File: config.mk
export PLATFORM = sky130hd
export DESIGN_NAME = scd_queue
export DESIGN_NICKNAME = d
export VERILOG_FILES = /design/src/scaled_column_drawer_top_defines.svh /design/src/scd_pkg.sv /design/src/scd_queue.sv
export SDC_FILE = /design/constraint.sdc
export NUM_CORES = 1
export LEC_CHECK = 0
export BUFFER_PORTS_ARGS = -buffer_cell sky130_fd_sc_hd__buf_2
export CAP_MARGIN = 20
export CORE_MARGIN = 8
export CORE_UTILIZATION = 50
export CTS_CLUSTER_SIZE = 28
export DETAILED_ROUTE_END_ITERATION = 12
export PLACE_DENSITY = 0.69
export SETUP_SLACK_MARGIN = 0.2
export SYNTH_ARGS = -nofsm -noshare
export SYNTH_HDL_FRONTEND = slang
export SYNTH_SLANG_ARGS = --single-unit
File: constraint.sdc
create_clock -name clk_i -period 7.4 [get_ports clk_i]
set_clock_uncertainty 0.2 [all_clocks]
set_input_delay 1.11 -clock clk_i [delete_from_list [all_inputs] [get_ports clk_i]]
set_output_delay 1.11 -clock clk_i [all_outputs]
set_load 0.03 [all_outputs]
File: src/scaled_column_drawer_top_defines.svh
// Assertion macros shared by the column drawer RTL.
`ifndef SCALED_COLUMN_DRAWER_TOP_DEFINES_SVH
`define SCALED_COLUMN_DRAWER_TOP_DEFINES_SVH

`ifndef NO_ASSERTIONS
// same-cycle implication
`define SCD_ASSERT_NOW(lbl, ante, cons) \
  lbl: assert property (@(posedge clk_i) disable iff (!rst_ni) (ante) |-> (cons)) \
    else $error("scd assertion failed");
// next-cycle implication
`define SCD_ASSERT_NEXT(lbl, ante, cons) \
  lbl: assert property (@(posedge clk_i) disable iff (!rst_ni) (ante) |=> (cons)) \
    else $error("scd assertion failed");
`else
`define SCD_ASSERT_NOW(lbl, ante, cons)
`define SCD_ASSERT_NEXT(lbl, ante, cons)
`endif

`endif

File: src/scd_pkg.sv
// Types and constants of the scaled column drawer.
package scd_pkg;

  localparam int TexelDepth = 4096;  // power of two
  localparam int TexelAw    = $clog2(TexelDepth);
  localparam int ShadeDepth = 256;
  localparam int ShadeAw    = $clog2(ShadeDepth);
  localparam int MaxWidth   = 8;
  localparam int WidthW     = $clog2(MaxWidth + 1);
  localparam int FracBits   = 16;
  localparam int MaxLength  = 1023;
  localparam int LenW       = $clog2(MaxLength + 1);
  localparam int AddrW      = 20;
  localparam int PitchW     = 12;
  localparam logic [PitchW-1:0] PitchReset = PitchW'(320);
  localparam int QDepth     = 8;
  localparam int QAw        = $clog2(QDepth);
  localparam int QCntW      = $clog2(QDepth + 1);

  typedef enum logic [1:0] {
    CMD_LOAD_TEXEL = 2'd0,
    CMD_LOAD_SHADE = 2'd1,
    CMD_START      = 2'd2,
    CMD_ROW        = 2'd3
  } cmd_e;

  typedef enum logic [1:0] {
    MODE_PLAIN    = 2'd0,
    MODE_LIT      = 2'd1,
    MODE_SHADE_BG = 2'd2,
    MODE_NONE     = 2'd3
  } mode_e;

  typedef struct packed {
    logic [1:0]  command;
    logic [11:0] table_index;
    logic [7:0]  table_data;
    logic [31:0] frac_start;
    logic [31:0] step;
    logic [11:0] source_offset;
    logic [19:0] dest_start;
    logic [9:0]  column_length;
    logic [3:0]  column_width;
    logic [1:0]  draw_mode;
    logic [7:0]  background_pixel;
  } in_word_t;

  typedef struct packed {
    logic [19:0] dest_address;
    logic [7:0]  pixel_value;
    logic        last_of_run;
  } out_word_t;

  // one row's worth of writes, queued between front and back
  typedef struct packed {
    logic [AddrW-1:0]  dest;
    logic [7:0]        pix;
    logic [WidthW-1:0] width;
  } job_t;

endpackage

File: src/scd_queue.sv
// Row job queue between front and back.
module scd_queue import scd_pkg::*; (
  input  logic             clk_i,
  input  logic             rst_ni,
  input  logic             push_i,
  input  job_t             push_job_i,
  input  logic             pop_i,
  output job_t             head_o,
  output logic             empty_o,
  output logic [QCntW-1:0] cnt_o
);

  job_t             mem_q [QDepth];
  logic [QAw-1:0]   wr_q, rd_q;
  logic [QCntW-1:0] cnt_q;

  always_ff @(posedge clk_i) begin
    if (push_i) begin
      mem_q[wr_q] <= push_job_i;
    end
  end

  always_ff @(posedge clk_i or negedge rst_ni) begin
    if (!rst_ni) begin
      wr_q  <= '0;
      rd_q  <= '0;
      cnt_q <= '0;
    end else begin
      if (push_i) begin
        wr_q <= (32'(wr_q) == QDepth - 1) ? '0 : wr_q + QAw'(1);
      end
      if (pop_i) begin
        rd_q <= (32'(rd_q) == QDepth - 1) ? '0 : rd_q + QAw'(1);
      end
      cnt_q <= cnt_q + QCntW'(push_i) - QCntW'(pop_i);
    end
  end

  assign head_o  = mem_q[rd_q];
  assign empty_o = (cnt_q == '0);
  assign cnt_o   = cnt_q;

endmodule

# Word-level counts from Yosys, hierarchy flattened
# Memories as Yosys holds them, arrays and structs flattened.
# Index checks and enable logic that the tools add are counted.
[classes]
addsub = 4
n_shift = 0
multipliers = 0
n_lt_le_gt_ge = 0
n_eq_ne = 2
n_reduce_logical = 1
bitwise_logic = 0
mux = 4
div = 0
[ops]
columns = ["op", "n"]
rows = [
  ["adder 3 x 1 -> 3 bit (second input constant)", 2],
  ["equality test 3 bit (second input constant)", 2],
  ["two-way mux 3 bit", 2],
  ["adder 4 x 1 -> 4 bit", 1],
  ["logical NOT 4 bit", 1],
  ["subtractor 4 x 1 -> 4 bit", 1],
  ["two-way mux 1 bit", 2],
]
[totals]
out_inout_bits = 37
in_bits = 36
memories = 1
latch_bits = 0
elab_cells = 15
romBits = 0
ramBits = 256
regBits = 10
[mem_list]
columns = ["name", "depth", "word_bits", "rd", "rd_ports_with_merged_regs", "wr", "line", "source"]
rows = [
  ["mem_q", 8, 32, 1, 0, 1, "scd_queue.sv:13", "job_t mem_q [QDepth];"],
]

# Depth between registers and ports, before layout
[logic_depth]
word_depth = 2
ltp_mapped = 7

# Least setup slack after synthesis
# Ideal clock, no wire load.
[synth_timing]
kind = "input -> register"
start = "input push_i"
end = "memory mem_q[0][0] in the netlist's numbering, enable pin"
n_path_buf = 0
setup_ps = 461
path_slack_ps = 3328
stages = 2
arrival_ps = 3411
path_cell_list = "nand2b_1 > nor3_1"
[synth_via]
elab_chain_len = 2
[synth_lines]
columns = ["element", "line", "source"]
rows = [
  ["start: declaration", "scd_queue.sv:5", "input logic push_i,"],
  ["two-way mux 1 bit", "scd_queue.sv:18", "if (push_i) begin"],
  ["two-way mux 1 bit (not written as such)", "scd_queue.sv:19", "mem_q[wr_q] <= push_job_i;"],
  ["end: declaration", "scd_queue.sv:13", ""],
]
# No other way between the ends.

==> reports/qor.yml <==
outcome: "finished clean"
die_w_um: 159
dieArea_um2: 25200
rows: 52
cts_tree: "done"
r2r_setup_slack_ns: 5.25
hold_viol: 0
drtAntennaViolNets: 0
syn_area_um2: 10200
start_kind: "flop"
netlist_instances: 493
path_class: "flop to primary output"
r2r_start: "wr_q[2]"
cpMostUsedCell: "nand2_1"
drive_gt1_share_pct: 32.2
num_antenna_cells: 0
grt_pass1_wl_mm: 29.4
gp_congestion: 0.702
design_power_total_mw: 4.73
cp.arrival_ns: 3.01
ys_seq_area_share_pct: 77.8
grt_pass1_vias: 5064
cts_made_buffers: 25
core_um2: 20100
rr_endpoint: "mem_q[1][1]"
final-setup-viol-count: 0
design.final.nets: 630
grt-ovfl-total: 0
insertion_delay_ns: 0.51
cp-end-kind: "primary output"
worst_pin_slew_ns: 0.727
crit_family: "buffers and inverters"
drc: 0
synthesis.nets: 539
power.density_nw_per_um2: 406
die_y_um: 159
cts_setup_buffers: 0
dr.pass1.iters: 4
drv_slew: 0
rsz0062_at_grt: "no"
critPathBufInv: 2
cts-root-buf: "clkbuf_16"
detail_route.wl_per_cell_um: 21.6
utilization_pct: 58.0
final_cell_mix: "edfxtp_1 (256), nand2_1 (99), buf_2 (72)"
wl_mm: 18.8
slowest_delay_ns: 0.82
antenna_found_initial: 1
ff2ff_path_depth: 3
vdd_drop_max_mv: 0.215
dpl.hpwl_mm: 11.0
postCtsHoldBufs: 0
io_buffers: 72
track_usage_pct: 14.9
cts_max_level: 1
cts.repair.resized: 0
critical-path-slowest-cell: "dfrtp_4"
synth_cell_types: 22
clock_sinks: 266
hold_path.class: "input pin to async pin"
maxCapViolCount: 0
cp.required_ns: 6.09
leakage_nw: 4.04
vias_per_cell: 5.49
areaGrowthSynthToFinish_pct: 14.3
io_pins: 73
clk_pin_slew_ns: 0.06
slew_headroom_pct: 51.5
grt_start_max_net_pins: 47
min_period_ns: 4.32
min_period_over_period_pct: 58.4
timing.hold.ws_ns: 0.262
yosysWarnings: 0
ys_ff_latch: 266
path_max_fanout: 36
synth.avg_cell_area_um2: 20.7
crit_path_cell_trace: "buf_4 -> mux4_2 -> nand2_1 -> nand2_1 -> buf_2"
num_vias: 4788
finalSetupTns_ns: 0
clock_path_buffers: 3
drtIter0Drc: 426
fmax_ghz: 0.231
start_util_pct: 50.8
final_common_cell: "edfxtp_1"
==> metal layers <==
layer | share of wire [%] | global-route usage (%) | up-vias | routed length, µm
li1 | - | - | 2139 | -
met1 | 43 | 19.4 | 2523 | 8050
met2 | 51 | 25.4 | 100 | 9650
met3 | 4.2 | 2.77 | 24 | 796
met4 | 1.5 | 3.95 | 2 | 276
met5 | 0.080 | 0 | - | 15
==> cells in the mapped netlist (all sizes together) <==
cell type  number  share of area (%)
a21o            1              0.074
a21oi           1              0.049
and3            1              0.061
buf            14                1.0
clkbuf          7               0.26
dfrtp          10                2.5
edfxtp        256                 75
fa              1               0.20
ha              9                1.1
inv             8               0.29
mux2            4               0.44
mux4           64                 14
nand2          99                3.6
nand2b          2               0.12
nand3b          2               0.15
nor2            8               0.29
nor3            2              0.098
o21ai           2              0.098
xor2            2               0.17
==> how the worst max path moves through the flow <==
stage,start,cells after the start,endpoint,slack (ns)
after floorplan,push_i,2,mem_q[0][0],3.33
after global placement,rd_q[0],5,head_o[6],3.53
after detailed placement,rd_q[0],5,head_o[14],3.52
after CTS,rd_q[0],5,head_o[14],2.98
after global routing,rd_q[0],5,head_o[14],2.84
final,rd_q[0],5,head_o[14],3.08
==> where the power goes <==
group          internal (mW)  switching [mW]
logic                  0.605           0.963
clock network          0.651           0.494
registers               1.89           0.127
==> cell families (layout without fill, tap and decap cells) <==
| kind of cell | count (synthesis) | count (layout) | synth area share, % |
|---|---|---|---|
| flops | 266 | 266 | 77.8 |
| simple gates | 114 | 114 | 4.37 |
| mux | 68 | 68 | 14.6 |
| buf+inv | 29 | 138 | 1.58 |
| fa+ha+maj | 10 | 10 | 1.30 |
| compound gates | 4 | 4 | 0.221 |
| xor+xnor | 2 | 2 | 0.172 |
==> flip-flops by register name (all words and copies together) (netlist names) <==
| name | count |
|---|---|
| cnt_o | 4 |
| wr_q | 3 |
| mem_q | 256 |
| rd_q | 3 |
==> area by class of cell <==
cell class,count,area [µm²]
fill,1492,8440
inverter,8,30.0
timing repair buffer,85,458
multi-input combinational,198,2160
sequential,266,7940
clock buffer,37,701
tap,270,338
clock inverter,8,33.8
==> through the flow <==
stage,cell area [µm²],setup WS (ns),cells
final,11700,3.08,872
after global routing,11700,2.84,872
after CTS,11700,2.98,872
after detailed placement,10900,3.52,827
after global placement,10900,3.53,827
after floorplan,10200,3.33,493
Note: power is estimated with default switching activity, not from simulation.
