File: src/scaled_column_drawer_top_defines.svh
// Assertion macros shared by the column drawer RTL.
`ifndef SCALED_COLUMN_DRAWER_TOP_DEFINES_SVH
`define SCALED_COLUMN_DRAWER_TOP_DEFINES_SVH

`ifndef NO_ASSERTIONS
// same-cycle implication
`define SCD_ASSERT_NOW(lbl, ante, cons) \
  lbl: assert property (@(posedge clk_i) disable iff (!rst_ni) (ante) |-> (cons)) \
    else $error("scd assertion failed");
// next-cycle implication
`define SCD_ASSERT_NEXT(lbl, ante, cons) \
  lbl: assert property (@(posedge clk_i) disable iff (!rst_ni) (ante) |=> (cons)) \
    else $error("scd assertion failed");
`else
`define SCD_ASSERT_NOW(lbl, ante, cons)
`define SCD_ASSERT_NEXT(lbl, ante, cons)
`endif

`endif

File: src/scd_pkg.sv
// Types and constants of the scaled column drawer.
package scd_pkg;

  localparam int TexelDepth = 4096;  // power of two
  localparam int TexelAw    = $clog2(TexelDepth);
  localparam int ShadeDepth = 256;
  localparam int ShadeAw    = $clog2(ShadeDepth);
  localparam int MaxWidth   = 8;
  localparam int WidthW     = $clog2(MaxWidth + 1);
  localparam int FracBits   = 16;
  localparam int MaxLength  = 1023;
  localparam int LenW       = $clog2(MaxLength + 1);
  localparam int AddrW      = 20;
  localparam int PitchW     = 12;
  localparam logic [PitchW-1:0] PitchReset = PitchW'(320);
  localparam int QDepth     = 8;
  localparam int QAw        = $clog2(QDepth);
  localparam int QCntW      = $clog2(QDepth + 1);

  typedef enum logic [1:0] {
    CMD_LOAD_TEXEL = 2'd0,
    CMD_LOAD_SHADE = 2'd1,
    CMD_START      = 2'd2,
    CMD_ROW        = 2'd3
  } cmd_e;

  typedef enum logic [1:0] {
    MODE_PLAIN    = 2'd0,
    MODE_LIT      = 2'd1,
    MODE_SHADE_BG = 2'd2,
    MODE_NONE     = 2'd3
  } mode_e;

  typedef struct packed {
    logic [1:0]  command;
    logic [11:0] table_index;
    logic [7:0]  table_data;
    logic [31:0] frac_start;
    logic [31:0] step;
    logic [11:0] source_offset;
    logic [19:0] dest_start;
    logic [9:0]  column_length;
    logic [3:0]  column_width;
    logic [1:0]  draw_mode;
    logic [7:0]  background_pixel;
  } in_word_t;

  typedef struct packed {
    logic [19:0] dest_address;
    logic [7:0]  pixel_value;
    logic        last_of_run;
  } out_word_t;

  // one row's worth of writes, queued between front and back
  typedef struct packed {
    logic [AddrW-1:0]  dest;
    logic [7:0]        pix;
    logic [WidthW-1:0] width;
  } job_t;

endpackage

File: src/scd_back.sv
// Back end: replicates each queued row into pixel writes.
`include "scaled_column_drawer_top_defines.svh"

module scd_back import scd_pkg::*; (
  input  logic      clk_i,
  input  logic      rst_ni,
  input  job_t      head_i,
  input  logic      empty_i,
  output logic      pop_o,
  output logic      out_valid_o,
  input  logic      out_stall_i,
  output out_word_t out_word_o
);

  logic [WidthW-1:0] idx_q;
  logic              out_valid_q;
  out_word_t         out_word_q;
  logic              load, take, last;

  assign load  = !out_valid_q || !out_stall_i;
  assign take  = load && !empty_i;
  assign last  = ((WidthW+1)'(idx_q) + (WidthW+1)'(1)) == (WidthW+1)'(head_i.width);
  assign pop_o = take && last;

  always_ff @(posedge clk_i or negedge rst_ni) begin
    if (!rst_ni) begin
      idx_q       <= '0;
      out_valid_q <= 1'b0;
    end else begin
      if (load) begin
        out_valid_q <= !empty_i;
      end
      if (take) begin
        idx_q <= last ? '0 : idx_q + WidthW'(1);
      end
    end
  end

  always_ff @(posedge clk_i) begin
    if (take) begin
      out_word_q.dest_address <= head_i.dest + AddrW'(idx_q);
      out_word_q.pixel_value  <= head_i.pix;
      out_word_q.last_of_run  <= last;
    end
  end

  assign out_valid_o = out_valid_q;
  assign out_word_o  = out_word_q;

  `SCD_ASSERT_NOW(a_pop_nonempty, pop_o, !empty_i)
  `SCD_ASSERT_NOW(a_idx_in_row, !empty_i, idx_q < head_i.width)
  `SCD_ASSERT_NOW(a_mid_row_head, idx_q != '0, !empty_i)

endmodule

File: config.mk
export PLATFORM = sky130hd
export DESIGN_NAME = scd_back
export DESIGN_NICKNAME = d
export VERILOG_FILES = /design/src/scd_pkg.sv /design/src/scd_back.sv
export VERILOG_INCLUDE_DIRS = /design/src /design/src/src
export SDC_FILE = /design/constraint.sdc
export NUM_CORES = 1
export LEC_CHECK = 0
export ABC_AREA = 1
export BUFFER_PORTS_ARGS = -buffer_cell sky130_fd_sc_hd__buf_4
export CAP_MARGIN = 20
export CORE_ASPECT_RATIO = 0.6
export CORE_MARGIN = 2
export CORE_UTILIZATION = 50
export CTS_BUF_LIST = sky130_fd_sc_hd__clkbuf_16
export CTS_CLUSTER_DIAMETER = 30
export DETAILED_ROUTE_END_ITERATION = 16
export GPL_ROUTABILITY_DRIVEN = 0
export GPL_TIMING_DRIVEN = 0
export PLACE_DENSITY_LB_ADDON = 0.05
export SETUP_SLACK_MARGIN = 0.2
export SYNTH_ARGS = -nofsm -noshare
export SYNTH_HDL_FRONTEND = slang
export SYNTH_SLANG_ARGS = --single-unit
File: constraint.sdc
create_clock -name clk_i -period 5.25 [get_ports clk_i]
set_input_delay 1.05 -clock clk_i [delete_from_list [all_inputs] [get_ports clk_i]]
set_output_delay 1.05 -clock clk_i [all_outputs]
set_load 0.1 [all_outputs]
**Yosys cells after proc, flatten, opt, wreduce, memory -nomap -nowiden**

Cells that the tools add are included.

- Add/subtract/negate cells: 3
- Equality and inequality tests: 1
- Multiplexer cells: 1
- Reduce and logical (&&, ||, !) cells: 6

Operator list:

| operator | count |
|---|---|
| adder 20 x 4 -> 20 bit | 1 |
| adder 4 x 1 -> 5 bit (second input constant) | 1 |
| equality test 5 x 4 -> 1 bit | 1 |
| adder 4 x 1 -> 4 bit (second input constant) | 1 |
| 2-to-1 mux 4 bit | 1 |
| logical NOT 1 bit | 3 |
| logical AND 1 bit | 2 |
| logical OR 1 bit | 1 |

- Flip-flop bits (word level): 34
- Input bits: 36
- Output and inout port bits: 31
- Word-level logic and storage cells: 16

**Logic depth before layout (Yosys ltp)**

- Depth in word-level cells: 4
- Gate-level depth with buffers: 10
- Gate-level depth less buffers: 10

**Worst setup path before layout**

Ideal clock, no wire load.

- Kind: input to output
- From: in empty_i
- To: out pop_o
- Arrival time: 4.592 ns
- Data required time: 4.200 ns
- Setup slack: -0.392 ns
- Stages on the path: 3
- Path buffers: 0
- Path through: a21oi_1 -> clkinv_1 -> nor2_1

- Longest elaborated chain between the ends: 3

RTL lines:

| item | RTL line | RTL |
|---|---|---|
| from (decl) | scd_back.sv:8 | `input logic empty_i,` |
| logical NOT 1 bit | scd_back.sv:21 | `assign take = load && !empty_i;` |
| logical AND 1 bit | scd_back.sv:21 |  |
| logical AND 1 bit | scd_back.sv:23 | `assign pop_o = take && last;` |
| to (decl) | scd_back.sv:9 | `output logic pop_o,` |

Every way passes these cells.

**Final worst setup path**

- From: in out_stall_i
- To: out pop_o

- Longest elaborated chain between the ends: 4

RTL lines:

| item | RTL line | RTL |
|---|---|---|
| from (decl) | scd_back.sv:11 | `input logic out_stall_i,` |
| logical NOT 1 bit | scd_back.sv:20 | `assign load = !out_valid_q \|\| !out_stall_i;` |
| logical OR 1 bit | scd_back.sv:20 |  |
| logical AND 1 bit | scd_back.sv:21 |  |
| via take | scd_back.sv:18 | `logic load, take, last;` |
| logical AND 1 bit | scd_back.sv:23 |  |

The timed path passes the listed nets, and every way through them passes these cells.

==> reports/metrics.csv <==
metric,value,unit
initial_core_util,0.519,
track_usage,0.222,
worstSkewPairLatency,0.28,ns
multi_input_area,817,sq um
tightest_slew,0.523,ns
cts_setup_buffers,0,
dp_hpwl,3.44,mm
synth_xor_area_frac,0.0415,
synthCells,216,
core-area,3660,sq um
whs_path_depth,2,
cts_hold_buf,0,
yosys-top-cells-area,"edfxtp_1, nand2_1, dfrtp_1",
setup-violations-final,0,
cp-start-kind,input port,
pwr-share-clk,0.308,
synth_top_family_by_area,simple AND/OR/NAND/NOR gates,
post-route-period-util,0.678,
cts_tree,yes,
synth_top_area_share,0.458,
syn2layout_area_growth,41.2,%
cts_buffer_depth,2,
ios,67,
synth_area,1900,sq um
grt-ovfl-total,0,
power,0.00121,W
drt_iter0_drc,78,
utilization,0.733,
synth.distinct_cells,24,
power_density,453,nW/um^2
maxSlewViolCount,0,
finalSetupTns,0,ns
muxShareOfSynthArea,0,
cts_root_buf,clkbuf_16,
post-route-cell-area,2680,sq um
rsz0062_at_grt,false,
cts_sinks,34,
fmax,281,MHz
fin_skew,0.00549,ns
first_global_vias,1520,
ys_warn_count,0,
postPlaceCellArea,2490,sq um
ir_drop,0.327,mV
dieArea,4320,sq um
swShare,0.389,
routed_wl,4.38,mm
antenna_found_initial,0,
synth-simple-area-share,0.313,
yosysSeqAreaShare,0.524,
critPathRequiredTime,4.20,ns
arrival,2.51,ns
intPower,0.000742,W
placement.io_buffers,66,
report.final.hold_viol_count,0,
cts_resized,0,
diodes,0,
min_path_type,flip-flop to flip-flop,
path_class,input port to output port,
drv_cap,0,
nNetsFinal,332,
vias_per_cell,4.87,
synth.avg_cell_area,8.79,sq um
placementRows,17,
crit_fanout,16,
worst-r2r-cell-count,9,
die_w,83.6,microns
synth_top_cell_by_area,edfxtp_1,
grt_pass1_wl,7.23,mm
synth_fa_ha_area_frac,0.0435,
min_period,3.56,ns
worst-r2r-setup-slack,3.03,ns
drive_above_1_share,0.302,
fillers,273,
syn_nets,258,
cp-end-kind,output port,
vias,1645,
synth_seq_cells,34,
drt_pass1_iterations,4,
routedWlPerCell,12.9,microns
ff_latch_area,996,sq um
grt_max_degree,17,
p_switching,0.000472,W
run_status,"complete, no violations",
ant_nets,0,
synth_compound_area_frac,0.0264,
combPwrFrac,0.377,
clkSlewWorstSetupHoldPaths,0.05,ns
slew_headroom,0.651,
seqPwrFrac,0.315,
drc,0,
die_y,51.7,microns
hold_ws,0.560,ns
cellLeakagePower,1.26,nW
htreeDepth,2,
cts_buffers,5,
==> per-layer routing <==
layer / GRT usage / routed length [microns] / vias to the layer above / share of wire
met1: 0.309 / 2110 / 717 / 0.48
li1: - / - / 852 / -
met4: 0.0672 / 32 / 0 / 0.0073
met5: 0 / 0 / - / 0
met3: 0.0762 / 396 / 4 / 0.090
met2: 0.331 / 1840 / 72 / 0.42
==> through the flow <==
| stage | worst slack (ns) | instances |
|---|---|---|
| 6_report | 1.69 | 338 |
| 5_1_grt | 1.58 | 338 |
| 4_1_cts | 1.66 | 338 |
| 3_5_place_dp | 1.65 | 330 |
| 3_3_place_gp | 0.555 | 329 |
| 2_1_floorplan | 0.410 | 216 |
==> sequential cells by signal, summed over array words and instances, names as in the netlist <==
register     cells
out_word_o      29
idx_q            4
out_valid_o      1
==> final cells by class <==
class	instances	share of cell area
Tap cell	47	0.0219
Multi-Input combinational cell	156	0.305
Sequential cell	34	0.371
Clock inverter	3	0.0238
Clock buffer	5	0.0467
Inverter	26	0.0364
Timing Repair Buffer	67	0.195
==> power by group through the flow <==
stage / logic, W / registers, W / clock network (W)
floorplan: 0.000175 / 0.000551 / 0
global placement: 0.000440 / 0.000385 / 0
detailed placement: 0.000457 / 0.000386 / 0
CTS: 0.000461 / 0.000381 / 0.000379
global route: 0.000495 / 0.000389 / 0.000391
finish: 0.000457 / 0.000382 / 0.000374
==> synth_stat cells (all sizes together) <==
| library cell | n |
|---|---|
| a21oi | 2 |
| and2 | 2 |
| clkinv | 1 |
| dfrtp | 5 |
| edfxtp | 29 |
| fa | 1 |
| ha | 5 |
| inv | 25 |
| nand2 | 84 |
| nand3 | 10 |
| nand3b | 5 |
| nand4 | 6 |
| nor2 | 23 |
| nor3 | 4 |
| o211ai | 2 |
| o21ai | 2 |
| o21bai | 1 |
| xnor2 | 3 |
| xor2 | 6 |
==> cells in the final DEF (no fill, tap or decap), types with 6 or more instances in the layout <==
cell	netlist	final
nand3_1	10	10
nor2_1	16	16
nor2_2	6	6
nand4_1	6	6
nand2_1	81	81
xor2_1	6	6
inv_1	25	25
edfxtp_1	29	29
buf_4	0	66
==> critical path: stages <==
cell and delay [ns]:
buf_4 0.12, a21oi_4 0.44, buf_16 0.22, clkinv_1 0.22, nor2_1 0.16, buf_4 0.30
==> path summary, 6_finish.rpt <==
path	startpoint	endpoint
worst min-delay path	out_valid_o$_DFFE_PN0N_	out_valid_o$_DFFE_PN0N_
worst max register to register	idx_q[0]$_DFFE_PN0P_	out_word_o[27]$_DFFE_PP_
max in group asynchronous	rst_ni	idx_q[2]$_DFFE_PN0P_
worst min register to register	out_valid_o$_DFFE_PN0N_	out_valid_o$_DFFE_PN0N_
worst max-delay path	out_stall_i	pop_o
min in group asynchronous	rst_ni	idx_q[0]$_DFFE_PN0P_
==> logic make-up (layout without fill, tap and decap cells) <==
group,Yosys count,in the layout
flip-flops,34,34
adder cells (fa/ha/maj),6,6
AND/OR/NAND/NOR,134,134
XOR/XNOR,9,9
AO/OA/AOI/OAI,7,7
buffers and inverters,26,101
(Power assumes the default switching activity.)
